### config.mk
export PLATFORM = sky130hd
export DESIGN_NAME = paeb_div
export DESIGN_NICKNAME = d
export VERILOG_FILES = /design/src/design/paeb_pkg.sv /design/src/design/paeb_div.sv
export SDC_FILE = /design/constraint.sdc
export NUM_CORES = 1
export LEC_CHECK = 0
export ABC_CLOCK_PERIOD_IN_PS = 4100
export BUFFER_PORTS_ARGS = -buffer_cell sky130_fd_sc_hd__buf_2
export CAP_MARGIN = 15
export CORE_ASPECT_RATIO = 1.2
export CORE_MARGIN = 2
export CORE_UTILIZATION = 45
export DETAILED_ROUTE_END_ITERATION = 8
export GPL_TIMING_DRIVEN = 0
export PLACE_DENSITY = 0.73
export SLEW_MARGIN = 15
export SYNTH_ARGS = -nofsm -noshare
export SYNTH_HDL_FRONTEND = slang
export SYNTH_SLANG_ARGS = --single-unit
### constraint.sdc
create_clock -name clk -period 4.1 [get_ports clk]
set_input_delay 0.82 -clock clk [delete_from_list [all_inputs] [get_ports clk]]
set_output_delay 0.82 -clock clk [all_outputs]
set_load 0.05 [all_outputs]
### src/design/paeb_pkg.sv
// Shared types and constants for the polyphonic ADSR envelope bank.
// Request/result words, per-voice memory entry, phase and sequencer codes.
// No dependencies.
`default_nettype none

package paeb_pkg;

	// Widths fixed by the field definitions
	localparam int unsigned LEVEL_W = 32;
	localparam int unsigned TICK_W  = 18;
	localparam int unsigned AMP_W   = 16;
	localparam int unsigned CNT_W   = 7;
	localparam int unsigned CFG_W   = 32;

	localparam logic [LEVEL_W-1:0] FULL_SCALE = 32'hFFFF_FFFF;

	// Operation codes
	localparam logic [1:0] FUNC_PRESS   = 2'd0;
	localparam logic [1:0] FUNC_RELEASE = 2'd1;
	localparam logic [1:0] FUNC_TICK    = 2'd2;
	localparam logic [1:0] FUNC_NONE    = 2'd3;

	// Configuration register indexes
	localparam logic [1:0] CFG_ATTACK  = 2'd0;
	localparam logic [1:0] CFG_DECAY   = 2'd1;
	localparam logic [1:0] CFG_SUSTAIN = 2'd2;
	localparam logic [1:0] CFG_RELEASE = 2'd3;

	typedef enum logic [2:0] {
		PH_OFF     = 3'd0,
		PH_ATTACK  = 3'd1,
		PH_DECAY   = 3'd2,
		PH_SUSTAIN = 3'd3,
		PH_RELEASE = 3'd4
	} phase_t;

	typedef enum logic [2:0] {
		S_IDLE,
		S_READ,
		S_STEP,
		S_AMPGO,
		S_AMP,
		S_WRITE
	} state_t;

	typedef struct packed {
		logic [1:0] func;
		logic [5:0] voice;
	} req_t;

	typedef struct packed {
		logic [AMP_W-1:0] amplitude;
		logic             voice_done;
		logic [CNT_W-1:0] active_count;
	} rsp_t;

	typedef struct packed {
		phase_t              phase;
		logic [LEVEL_W-1:0]  level;
		logic [LEVEL_W-1:0]  step;
		logic [TICK_W-1:0]   ticks;
	} entry_t;

	// Divider request and response
	typedef struct packed {
		logic               start;
		logic [LEVEL_W-1:0] num;
		logic [TICK_W-1:0]  den;
	} div_req_t;

	typedef struct packed {
		logic               done;
		logic [LEVEL_W-1:0] quot;
	} div_rsp_t;

endpackage

`default_nettype wire

### src/design/paeb_div.sv
// Radix-2 restoring divider: 32-bit numerator by 18-bit denominator.
// One quotient bit per cycle; done is high for a single cycle, registered with the last bit.
// Depends on paeb_pkg.
`default_nettype none

module paeb_div (
	input  wire                     clk,
	input  wire                     arst_n,
	input  wire paeb_pkg::div_req_t req,
	output paeb_pkg::div_rsp_t      rsp
);

	localparam int unsigned NW = paeb_pkg::LEVEL_W;
	localparam int unsigned DW = paeb_pkg::TICK_W;
	localparam int unsigned CW = $clog2(NW);

	logic          busy_q;
	logic          done_q;
	logic [CW-1:0] cnt_q;
	logic [NW-1:0] quo_q;
	logic [DW-1:0] rem_q;
	logic [DW-1:0] den_q;
	logic [DW:0]   shifted;
	logic          fits;

	// Trial subtract of the shifted remainder
	assign shifted = {rem_q, quo_q[NW-1]};
	assign fits    = shifted >= {1'b0, den_q};

	// Sequence the iterations
	always_ff @(posedge clk or negedge arst_n) begin
		if (!arst_n) begin
			busy_q <= 1'b0;
			done_q <= 1'b0;
			cnt_q  <= '0;
		end else begin
			done_q <= 1'b0;
			if (req.start) begin
				busy_q <= 1'b1;
				cnt_q  <= '0;
			end else if (busy_q) begin
				cnt_q <= cnt_q + 1'b1;
				if (cnt_q == CW'(NW - 1)) begin
					busy_q <= 1'b0;
					done_q <= 1'b1;
				end
			end
		end
	end

	// Shift in one quotient bit per cycle
	always_ff @(posedge clk) begin
		if (req.start) begin
			quo_q <= req.num;
			rem_q <= '0;
			den_q <= req.den;
		end else if (busy_q) begin
			quo_q <= {quo_q[NW-2:0], fits};
			rem_q <= fits ? DW'(shifted - {1'b0, den_q}) : shifted[DW-1:0];
		end
	end

	assign rsp.done = done_q;
	assign rsp.quot = quo_q;

endmodule

`default_nettype wire

==> results of run 1 <==
-- layout make-up --
cell class                      count  area (sq um)  area share
Inverter                           27           101      0.0212
Sequential cell                    75          2040       0.426
Timing Repair Buffer               85           425      0.0890
Tap cell                          117           146      0.0306
Multi-Input combinational cell    230          1780       0.372
Clock inverter                      7          76.3      0.0160
Buffer                             16          90.1      0.0188
Clock buffer                        9           124      0.0259
-- sequential cells by signal (all words and copies together), names as in the netlist --
name	count
quo_q	32
busy_q	1
rem_q	18
cnt_q	5
den_q	18
done_q	1
-- cells in the final DEF (no fill, tap or decap), types with 4 or more instances in the layout --
| master | Yosys | final |
|---|---|---|
| a211oi_1 | 8 | 8 |
| a21o_1 | 4 | 4 |
| a21oi_1 | 15 | 15 |
| a32oi_1 | 4 | 4 |
| buf_2 | 2 | 87 |
| clkbuf_1 | 8 | 8 |
| clkbuf_8 | 0 | 9 |
| dfrtp_1 | 7 | 7 |
| dfxtp_1 | 18 | 18 |
| edfxtp_1 | 50 | 50 |
| ha_1 | 20 | 20 |
| inv_1 | 27 | 26 |
| mux2_2 | 31 | 31 |
| mux2i_1 | 13 | 13 |
| nand2_1 | 19 | 19 |
| nand2b_1 | 6 | 6 |
| nand3_1 | 6 | 6 |
| nor2_1 | 29 | 29 |
| o21ai_0 | 14 | 14 |
| xnor2_1 | 7 | 7 |
| xor2_1 | 10 | 10 |
-- report_power, final --
group	switching, uW	internal [uW]
sequential	79.9	929
clock	293	284
combinational	602	399
total	975	1610
-- routing by layer --
layer | global-route usage | vias up
met2 | 0.338 | 84
met5 | 0 | -
met3 | 0.0469 | 17
met1 | 0.216 | 1423
li1 | - | 1466
met4 | 0.0758 | 0
-- cell families (layout without fill, tap and decap cells) --
group / after synthesis / in the layout
DFF: 75 / 75
and+or+nand+nor: 79 / 79
buffers and inverters: 43 / 144
muxes: 44 / 44
xor gates and xnor gates: 17 / 17
AOI/OAI and AO/OA: 69 / 69
adders and majority gates: 21 / 21
-- worst paths after layout --
kind	start	endpoint	slack, ns	cells after the start
max	quo_q[31]$_DFFE_PP_	rem_q[12]$_SDFFE_PP0P_	1.28	11
min	arst_n	cnt_q[4]$_DFFE_PN0P_	0.28	1
max reg2reg	quo_q[31]$_DFFE_PP_	rem_q[12]$_SDFFE_PP0P_	1.28	11
min reg2reg	rem_q[17]$_SDFFE_PP0P_	rem_q[17]$_SDFFE_PP0P_	0.51	2
max in group asynchronous	arst_n	cnt_q[1]$_DFFE_PN0P_	3.67	1
min in group clk	rem_q[17]$_SDFFE_PP0P_	rem_q[17]$_SDFFE_PP0P_	0.51	2
-- through the flow --
step	instance area [sq um]	instances	util
final	4780	566	0.555
after global routing	4780	566	0.555
after CTS	4780	566	0.555
after detailed placement	4580	550	0.532
after global placement	4580	550	0.532
after floorplan	4010	348	-
==> metrics.txt, run 1 <==
top-area cell type share of the netlist area 0.375; syn avg cell area 11.5 sq um; XOR/XNOR Fraction of Synth Area 0.0372; Buf/Inv on CP 2; H-tree depth 3; drt first pass iters 4; number of synthesized flops with an enable pin 50; initial antenna violation count 0; Synth Area in Compound Gates 0.121; setup TNS 0 ns; Synth Flop Type edfxtp_1; cts bufs inserted 9; Routed Antenna Nets 0; hold crit path type in -> async; Req. time, crit path 4.36 ns; first-pass GRT wire length 14400 um; Via density 5.28; Worst path max stage delay 0.45 ns; fillers 787; cell taking the most area after synthesis edfxtp_1; Boundary Pins 86; crit-path max FO 3; Syn Std Cell Area 4010 sq um; largest family of logic cells by synthesized area compound AO/OA/AOI/OAI gates; Post-Syn Nets 422; vias in the first global route 3129; synth unique cells 51; status completed; WP data arrival 3.08 ns; chip height 107 um; cell family with most CP delay compound AO/OA/AOI/OAI gates; synth top area cells edfxtp_1 37%, dfxtp_1 9.0%, mux2_2 8.7%, ha_1 6.2%, dfrtp_1 4.4%; die width 90.1 um; post-synthesis sequential area ratio 0.508; Mapped Cells 348; met3 WL 466 um; post-synthesis adder-cell area fraction 0.0674; top routing layer in use met4; Antenna diodes 0; WL final 8650 um; layout net count 518; Max-slew headroom 0.551; post-synthesis mux area share 0.120; dpl ws 0.960 ns; CTS Root Cell clkbuf_8; Final HPWL DP 6520 um; Max-Cap Viols 0; CTS sink cnt 75; Power Density 541 nW/um^2; Worst-path clk slew 0.08 ns; core footprint 8610 sq um; Post-CTS Setup Bufs 0; Placer Congestion 0.959; Worst Setup Start Kind flop; final worst path period share 0.687; CTS tree done; DR iter-0 viols 154; FMAX 355 MHz; Slew Viols, Final 0; share of layout cells above drive strength 1 0.339; Simple-Gate Fraction of Synth Area 0.0987; Initial Util 0.465; Critical Path Sink Type flop; largest net degree at the start of global routing 34; endpoints failing setup 0; hold buffer count at CTS 0; Tot GR Track Use 0.189; WS Path Type reg -> reg; worst-margin pin slew 0.671 ns; total gr overflow 0; routed wl met2 4460 um; final hold slack 0.277 ns; VDD IR max 0.327 mV; DR WL/cell 15.3 um; minimum clock period 2.82 ns; crit path cell chain inv_1 > ha_1 > inv_1 > fa_1 > a211oi_2 > o21ai_0 > a21o_1 > a31oi_1 > o21ai_0 > xor2_1 > o31a_1; die area 9680 sq um; # rows 37; area grow syn2layout 19.3%; PnR worst setup slack 1.28 ns; slowest CP cell edfxtp_1; Total Power 2590 uW; Yosys warning count 0; clk buf depth 2; I/O Buffers 85; list of most frequent post-synthesis cells 50 x edfxtp_1, 31 x mux2_2, 29 x nor2_1; Metal-1 WL 3580 um; clock skew 0.0183 ns; synthesized flop and latch total 75; Final Hold Fails 0; via count 2990; ys async rst share 0.0933; RSZ-0062 raised after global routing no; Worst-Skew Late Latency 0.37 ns; cts repair resizes 0; DRC errors left 0; most common cell in the netlist edfxtp_1; P_leak 0.00217 uW
Power figures use the tool's default switching activity.
==> inputs of run 2 (changes only) <==
- ABC_CLOCK_PERIOD_IN_PS: 4100 -> 2620
- clock period: 4.1 -> 2.62 ns (I/O delays scaled with it)
==> metrics.txt, run 2 (synthesis results as in run 1) <==
status completed (unchanged); final cell count without fillers 570 (was 566); Worst Setup Start Kind flop (unchanged); Worst-path clk slew 0.08 ns (about the same); reg2reg setup slack 0.11 ns (was 1.28 ns); Boundary Pins 86 (unchanged); slowest CP cell edfxtp_1 (unchanged); Critical Path Sink Type flop (unchanged); largest registers quo_q x32, den_q x18, rem_q x18 (unchanged); Tot GR Track Use 0.193 (was 0.189); WS Path Type reg -> reg (unchanged); clock skew 0.00975 ns (was 0.0183 ns); Placer Congestion 0.955 (was 0.959); I/O Buffers 85 (unchanged); hold path start req[11]; die area 9680 sq um (unchanged); Worst path max stage delay 0.43 ns (was 0.45 ns); WL final 8880 um (was 8650 um); area of the multi-input gates 1800 sq um (was 1780 sq um); Via density 5.24 (was 5.28); minimum clock period 2.51 ns (was 2.82 ns); hold crit path type in -> reg (was in -> async); WP data arrival 2.77 ns (was 3.08 ns); CP most frequent cell inv_1; H-tree depth 3 (unchanged); FMAX 398 MHz (was 355 MHz); DR WL/cell 15.6 um (was 15.3 um); Routed Antenna Nets 0 (unchanged); commonest non-fill, non-tap cells in the layout 87 x buf_2, 50 x edfxtp_1, 31 x mux2_2, 29 x nor2_1, 27 x inv_1 (was 87 x buf_2, 50 x edfxtp_1, 31 x mux2_2, 29 x nor2_1, 26 x inv_1); # rows 37 (unchanged); fillers 776 (was 787); clk buf depth 2 (unchanged); Final HPWL DP 6560 um (was 6520 um); Crit Reg-Reg Startpoint quo_q[31]$_DFFE_PP_ (unchanged); CTS tree done (unchanged); core footprint 8610 sq um (unchanged); CTS sink cnt 75 (unchanged); layout net count 522 (was 518); crit path cell chain inv_1 > ha_1 > inv_1 > fa_2 > a211oi_4 > o21ai_1 > a21o_1 > a31oi_4 > o21ai_0 > xor2_1 > o31a_1 (was inv_1 > ha_1 > inv_1 > fa_1 > a211oi_2 > o21ai_0 > a21o_1 > a31oi_1 > o21ai_0 > xor2_1 > o31a_1); max reg flops 32 (unchanged); Power Density 828 nW/um^2 (was 541 nW/um^2); dpl ws -0.119 ns (was 0.960 ns); worst hold stages 1; area grow syn2layout 20.4% (was 19.3%); Max-Cap Viols 0 (unchanged); first-pass GRT wire length 14700 um (was 14400 um); Final Hold Fails 0 (unchanged); commonest non-fill, non-tap cell in the layout buf_2 (unchanged); largest net degree at the start of global routing 21 (was 34); Antenna diodes 0 (unchanged); Req. time, crit path 2.88 ns (was 4.36 ns); initial antenna violation count 0 (unchanged); cts bufs inserted 9 (unchanged); VDD IR max 0.425 mV (was 0.327 mV); total gr overflow 0 (unchanged); r2r worst-path depth 11 (unchanged); placed instance count 551 (was 550); die width 90.1 um (unchanged); reg2reg end rem_q[12]$_SDFFE_PP0P_ (unchanged); vias in the first global route 3145 (was 3129); DRC errors left 0 (unchanged); P_leak 0.00218 uW (was 0.00217 uW); CTS Root Cell clkbuf_8 (unchanged); crit-path max FO 3 (unchanged); endpoints failing setup 0 (unchanged); largest reg by FF count quo_q (unchanged); chip height 107 um (unchanged); PnR worst setup slack 0.106 ns (was 1.28 ns); worst-margin pin slew 0.690 ns (was 0.671 ns); Hold Path Sink den_q[11]$_DFFE_PP_; Initial Util 0.465 (unchanged); final worst path period share 0.960 (was 0.687); drt first pass iters 4 (unchanged); Worst-Skew Late Latency 0.36 ns (was 0.37 ns); register area 2040 sq um (unchanged); share of layout cells above drive strength 1 0.342 (was 0.339); DR iter-0 viols 153 (was 154); Max-slew headroom 0.538 (was 0.551); Slew Viols, Final 0 (unchanged); via count 2986 (was 2990)
-- run 2: metrics by stage --
stage                      util  setup TNS, ns  total power, uW  hold WS [ns]  instance area, sq um
final                     0.560              0             4000         0.337                  4830
after global routing      0.560        -0.0164             4240         0.316                  4830
after CTS                 0.557              0             3980         0.319                  4790
after detailed placement  0.535          -2.39             3170         0.364                  4610
after global placement    0.532          -6.71             3130         0.364                  4580
after floorplan               -              0             2820         0.228                  4010
-- run 2: worst max path at each step --
stage	start	end	slack (ns)	depth (start not counted)
floorplan	quo_q[31]$_DFFE_PP_	rem_q[12]$_SDFFE_PP0P_	0.003	11
global placement	req[50]	quo_q[23]$_DFFE_PP_	-0.20	4
detailed placement	req[50]	quo_q[14]$_DFFE_PP_	-0.12	5
CTS	quo_q[31]$_DFFE_PP_	rem_q[12]$_SDFFE_PP0P_	0.001	11
global route	quo_q[31]$_DFFE_PP_	rem_q[12]$_SDFFE_PP0P_	-0.02	11
finish	quo_q[31]$_DFFE_PP_	rem_q[12]$_SDFFE_PP0P_	0.11	11
-- run 2: timing repair --
action                                 in CTS  in global routing
endpoints found under the hold margin       7                  0
buffers inserted                            0                  2
hold buffers                                1                  0
pin swaps                                   0                  1
setup endpoints to repair                   1                  2
cloned                                      0                  0
gates resized for setup                     1                  3
-- run 2: power breakdown --
group          internal [uW]  switching (uW)
clock network            344             446
logic                    650             981
registers               1450             124
total                   2450            1550
-- run 2: worst max-delay path, delay by kind of cell (launching register included) --
kind,cells,cell delay [ns]
buf+inv,2,0.13
compound gates,6,1.14
flops,1,0.43
xor+xnor,1,0.17
fa+ha+maj,2,0.52
-- run 2: layout make-up --
type                       count  share of cell area
sequential                    75               0.422
clock inverter                 6             0.00856
timing repair buffer          89              0.0990
clock buffer                  10              0.0264
buffer                        16              0.0187
inverter                      27              0.0210
multi-input combinational    230               0.374
tap                          117              0.0303
-- run 2: per-layer routing --
| metal | GRT usage | vias up | routed length (um) |
|---|---|---|---|
| met5 | 0 | - | 0 |
| met4 | 0.0824 | 0 | 168 |
| met3 | 0.0539 | 14 | 406 |
| met2 | 0.328 | 69 | 4550 |
| met1 | 0.231 | 1440 | 3760 |
| li1 | - | 1463 | - |
==> inputs of run 3 (changes only) <==
- ABC_AREA: not set -> 1
==> metrics.txt, run 3 <==
VDD IR max 0.391 mV (was 0.425 mV); cts bufs inserted 9 (unchanged); Sw Share 0.421 (was 0.388); crit-path max FO 41 (was 3); first-pass GRT wire length 16000 um (was 14700 um); via count 3665 (was 2986); area of the multi-input gates 1850 sq um (was 1800 sq um); share of layout cells above drive strength 1 0.200 (was 0.342); die area 10200 sq um (was 9680 sq um); sequential power share 0.338 (was 0.395); Worst path max stage delay 0.58 ns (was 0.43 ns); fillers 885 (was 776); final worst path period share 0.808 (was 0.960); WL final 9230 um (was 8880 um); Worst-path clk slew 0.09 ns (was 0.08 ns); Initial Util 0.465 (about the same); most common cell in the netlist nand2_1 (was edfxtp_1); I/O Buffers 85 (unchanged); status completed (unchanged); Post-Syn Nets 603 (was 422); Synth Flop Type edfxtp_1 (unchanged); commonest non-fill, non-tap cells in the layout 213 x nand2_1, 88 x buf_2, 60 x inv_1, 50 x edfxtp_1, 38 x nand3_1 (was 87 x buf_2, 50 x edfxtp_1, 31 x mux2_2, 29 x nor2_1, 27 x inv_1); FMAX 472 MHz (was 398 MHz); largest registers quo_q x32, den_q x18, rem_q x18 (unchanged); Crit Reg-Reg Startpoint quo_q[31]$_DFFE_PP_ (unchanged); Worst Setup Start Kind primary input (was flop); top-area cell type share of the netlist area 0.356 (was 0.375); post-synthesis sequential area ratio 0.483 (was 0.508); Critical Path Sink Type flop (unchanged); die width 92.4 um (was 90.1 um); Comb power frac 0.470 (was 0.408); list of most frequent post-synthesis cells 213 x nand2_1, 60 x inv_1, 50 x edfxtp_1 (was 50 x edfxtp_1, 31 x mux2_2, 29 x nor2_1); vias in the first global route 3643 (was 3145); # rows 38 (was 37); area grow syn2layout 18.6% (was 20.4%); Syn Std Cell Area 4220 sq um (was 4010 sq um); reg2reg setup slack 0.52 ns (was 0.11 ns); WS Path Type in -> reg (was reg -> reg); total gr overflow 0 (unchanged); core footprint 9080 sq um (was 8610 sq um); register area 2040 sq um (unchanged); RSZ-0062 raised after global routing no; synth top area cells edfxtp_1 36%, nand2_1 19%, dfxtp_1 8.5%, ha_1 5.9%, inv_1 5.3% (was edfxtp_1 37%, dfxtp_1 9.0%, mux2_2 8.7%, ha_1 6.2%, dfrtp_1 4.4%); Routed Antenna Nets 0 (unchanged); cell taking the most area after synthesis edfxtp_1 (unchanged); P_leak 0.00259 uW (was 0.00218 uW); Max-Cap Viols 0 (unchanged); Req. time, crit path 2.87 ns (was 2.88 ns); commonest non-fill, non-tap cell in the layout nand2_1 (was buf_2); Worst-Skew Late Latency 0.36 ns (about the same); Worst Setup SP req[50] (was quo_q[31]$_DFFE_PP_); synth unique cells 33 (was 51); Placer Congestion 0.882 (was 0.955); Final Hold Fails 0 (unchanged); setup TNS 0 ns (unchanged); syn avg cell area 7.98 sq um (was 11.5 sq um); drt first pass iters 4 (unchanged); placed inst area 4800 sq um (was 4610 sq um); synthesized flop and latch total 75 (unchanged); sw power 2000 uW (was 1550 uW); Mapped Cells 529 (was 348); crit path cell chain buf_2 > clkbuf_1 > nor2_1 > clkinv_2 > o21ai_0 (was inv_1 > ha_1 > inv_1 > fa_2 > a211oi_4 > o21ai_1 > a21o_1 > a31oi_4 > o21ai_0 > xor2_1 > o31a_1); Buf/Inv on CP 3 (was 2); Power Density 952 nW/um^2 (was 828 nW/um^2); largest reg by FF count quo_q (unchanged); Total Power 4760 uW (was 4000 uW); final hold slack 0.335 ns (was 0.337 ns); Final HPWL DP 6820 um (was 6560 um); worst-margin pin slew 0.669 ns (was 0.690 ns); initial antenna violation count 0 (unchanged); clock skew 0.0113 ns (was 0.00975 ns); Worst Setup EP cnt_q[1]$_DFFE_PN0P_ (was rem_q[12]$_SDFFE_PP0P_); DR iter-0 viols 221 (was 153); chip height 110 um (was 107 um); WP data arrival 2.37 ns (was 2.77 ns); final cell count without fillers 751 (was 570); max reg flops 32 (unchanged); Yosys warning count 0 (unchanged); Boundary Pins 86 (unchanged); CTS Root Cell clkbuf_8 (unchanged); cell family with most CP delay buffers and inverters (was compound AO/OA/AOI/OAI gates); Finished Cell Area 5000 sq um (was 4830 sq um); layout net count 700 (was 522); r2r worst-path depth 14 (was 11); DRC errors left 0 (unchanged); Antenna diodes 0 (unchanged); Clk pwr share 0.191 (was 0.198); minimum clock period 2.12 ns (was 2.51 ns); endpoints failing setup 0 (unchanged); DR WL/cell 12.3 um (was 15.6 um); number of synthesized flops with an enable pin 50 (unchanged); slowest CP cell clkinv_2 (was edfxtp_1); clk buf depth 2 (unchanged); Max-slew headroom 0.554 (was 0.538); placed instance count 734 (was 551); internal power 2760 uW (was 2450 uW); CTS tree done (unchanged); CTS sink cnt 75 (unchanged); hold crit path type in -> reg (unchanged); ys async rst share 0.0933 (unchanged); H-tree depth 3 (unchanged); Tot GR Track Use 0.198 (was 0.193); largest net degree at the start of global routing 42 (was 21); Slew Viols, Final 0 (unchanged); reg2reg end rem_q[12]$_SDFFE_PP0P_ (unchanged); WP depth 5 (was 11); Via density 4.88 (was 5.24)
-- run 3: changes by cell type in the layout (fill, tap and decap cells not counted), moves of 6 or more --
cell | previous run | this run
a211oi_1 | 8 | 0
inv_1 | 27 | 60
mux2_2 | 31 | 0
mux2i_1 | 13 | 0
nand2_1 | 19 | 213
nand2_2 | 0 | 7
nand2b_1 | 6 | 0
nand3_1 | 6 | 38
nand3b_1 | 0 | 13
nor3_1 | 1 | 8
o21ai_0 | 13 | 5
o21ai_1 | 2 | 8
xor2_1 | 10 | 1
-- run 3: power by group through the flow --
stage / clock, uW / combinational (uW) / sequential [uW]
CTS: 944 / 2240 / 1610
detailed placement: 0 / 2230 / 1630
global route: 981 / 2540 / 1640
global placement: 0 / 2190 / 1630
floorplan: 0 / 1600 / 1790
finish: 911 / 2240 / 1610
-- run 3: layer usage --
layer | vias up | track usage | routed length (um)
li1 | 1890 | - | -
met3 | 14 | 0.0455 | 458
met1 | 1678 | 0.240 | 4160
met2 | 83 | 0.340 | 4430
met4 | 0 | 0.0842 | 187
met5 | - | 0 | 0
-- run 3: area by class of cell --
cell class | instances | area share
clock buffers | 9 | 0.0248
well taps | 120 | 0.0300
plain buffers | 16 | 0.0173
flip-flops and latches | 75 | 0.407
repair buffers | 86 | 0.0870
clock inverters | 7 | 0.0148
inverters | 66 | 0.0498
multi-input cells | 372 | 0.369
-- run 3: logic make-up (layout without fill, tap and decap cells) --
kind of cell,after synthesis,after routing,share of synthesized area
AND/OR/NAND/NOR,310,310,0.313
adder cells (fa/ha/maj),21,21,0.0641
flip-flops,75,75,0.483
AO/OA/AOI/OAI,33,33,0.0445
XOR/XNOR,8,8,0.0166
buffers and inverters,82,184,0.0792
-- run 3: through the flow --
stage	worst slack [ns]	util
2_1_floorplan	0.425	-
3_3_place_gp	-0.539	0.528
3_5_place_dp	0.0946	0.528
4_1_cts	0.444	0.551
5_1_grt	0.274	0.551
6_report	0.502	0.551
-- run 3: worst min path at each step --
stage                     startpoint  cells past startpoint              endpoint  slack [ns]
after CTS                     req[4]                      1    den_q[4]$_DFFE_PP_        0.30
final                         req[0]                      1    den_q[0]$_DFFE_PP_        0.33
after floorplan               arst_n                      0      busy_q$_DFF_PN0_        0.23
after detailed placement      arst_n                      1  cnt_q[0]$_DFFE_PN0P_        0.36
after global placement        arst_n                      1  cnt_q[0]$_DFFE_PN0P_        0.36
after global routing          req[2]                      1    den_q[2]$_DFFE_PP_        0.31
-- run 3: worst reg2reg max path, stage by stage, from the launching register on --
cell and delay, ns:
edfxtp_1 0.39, inv_1 0.09, ha_1 0.14, inv_1 0.07, fa_1 0.42, inv_1 0.07, nor2_1 0.05, o21ai_0 0.18
nand2_1 0.15, nand2_1 0.11, nand3b_1 0.07, nand2_1 0.07, nand2_1 0.05, nand3_1 0.07, nand2_1 0.06
-- run 3: repair_timing --
| item | 4_1_cts | 5_1_grt |
|---|---|---|
| endpoints found under the hold margin | 7 | 0 |
| resized for setup | 0 | 0 |
| hold buffers | 1 | 0 |
| setup buffers | 0 | 0 |
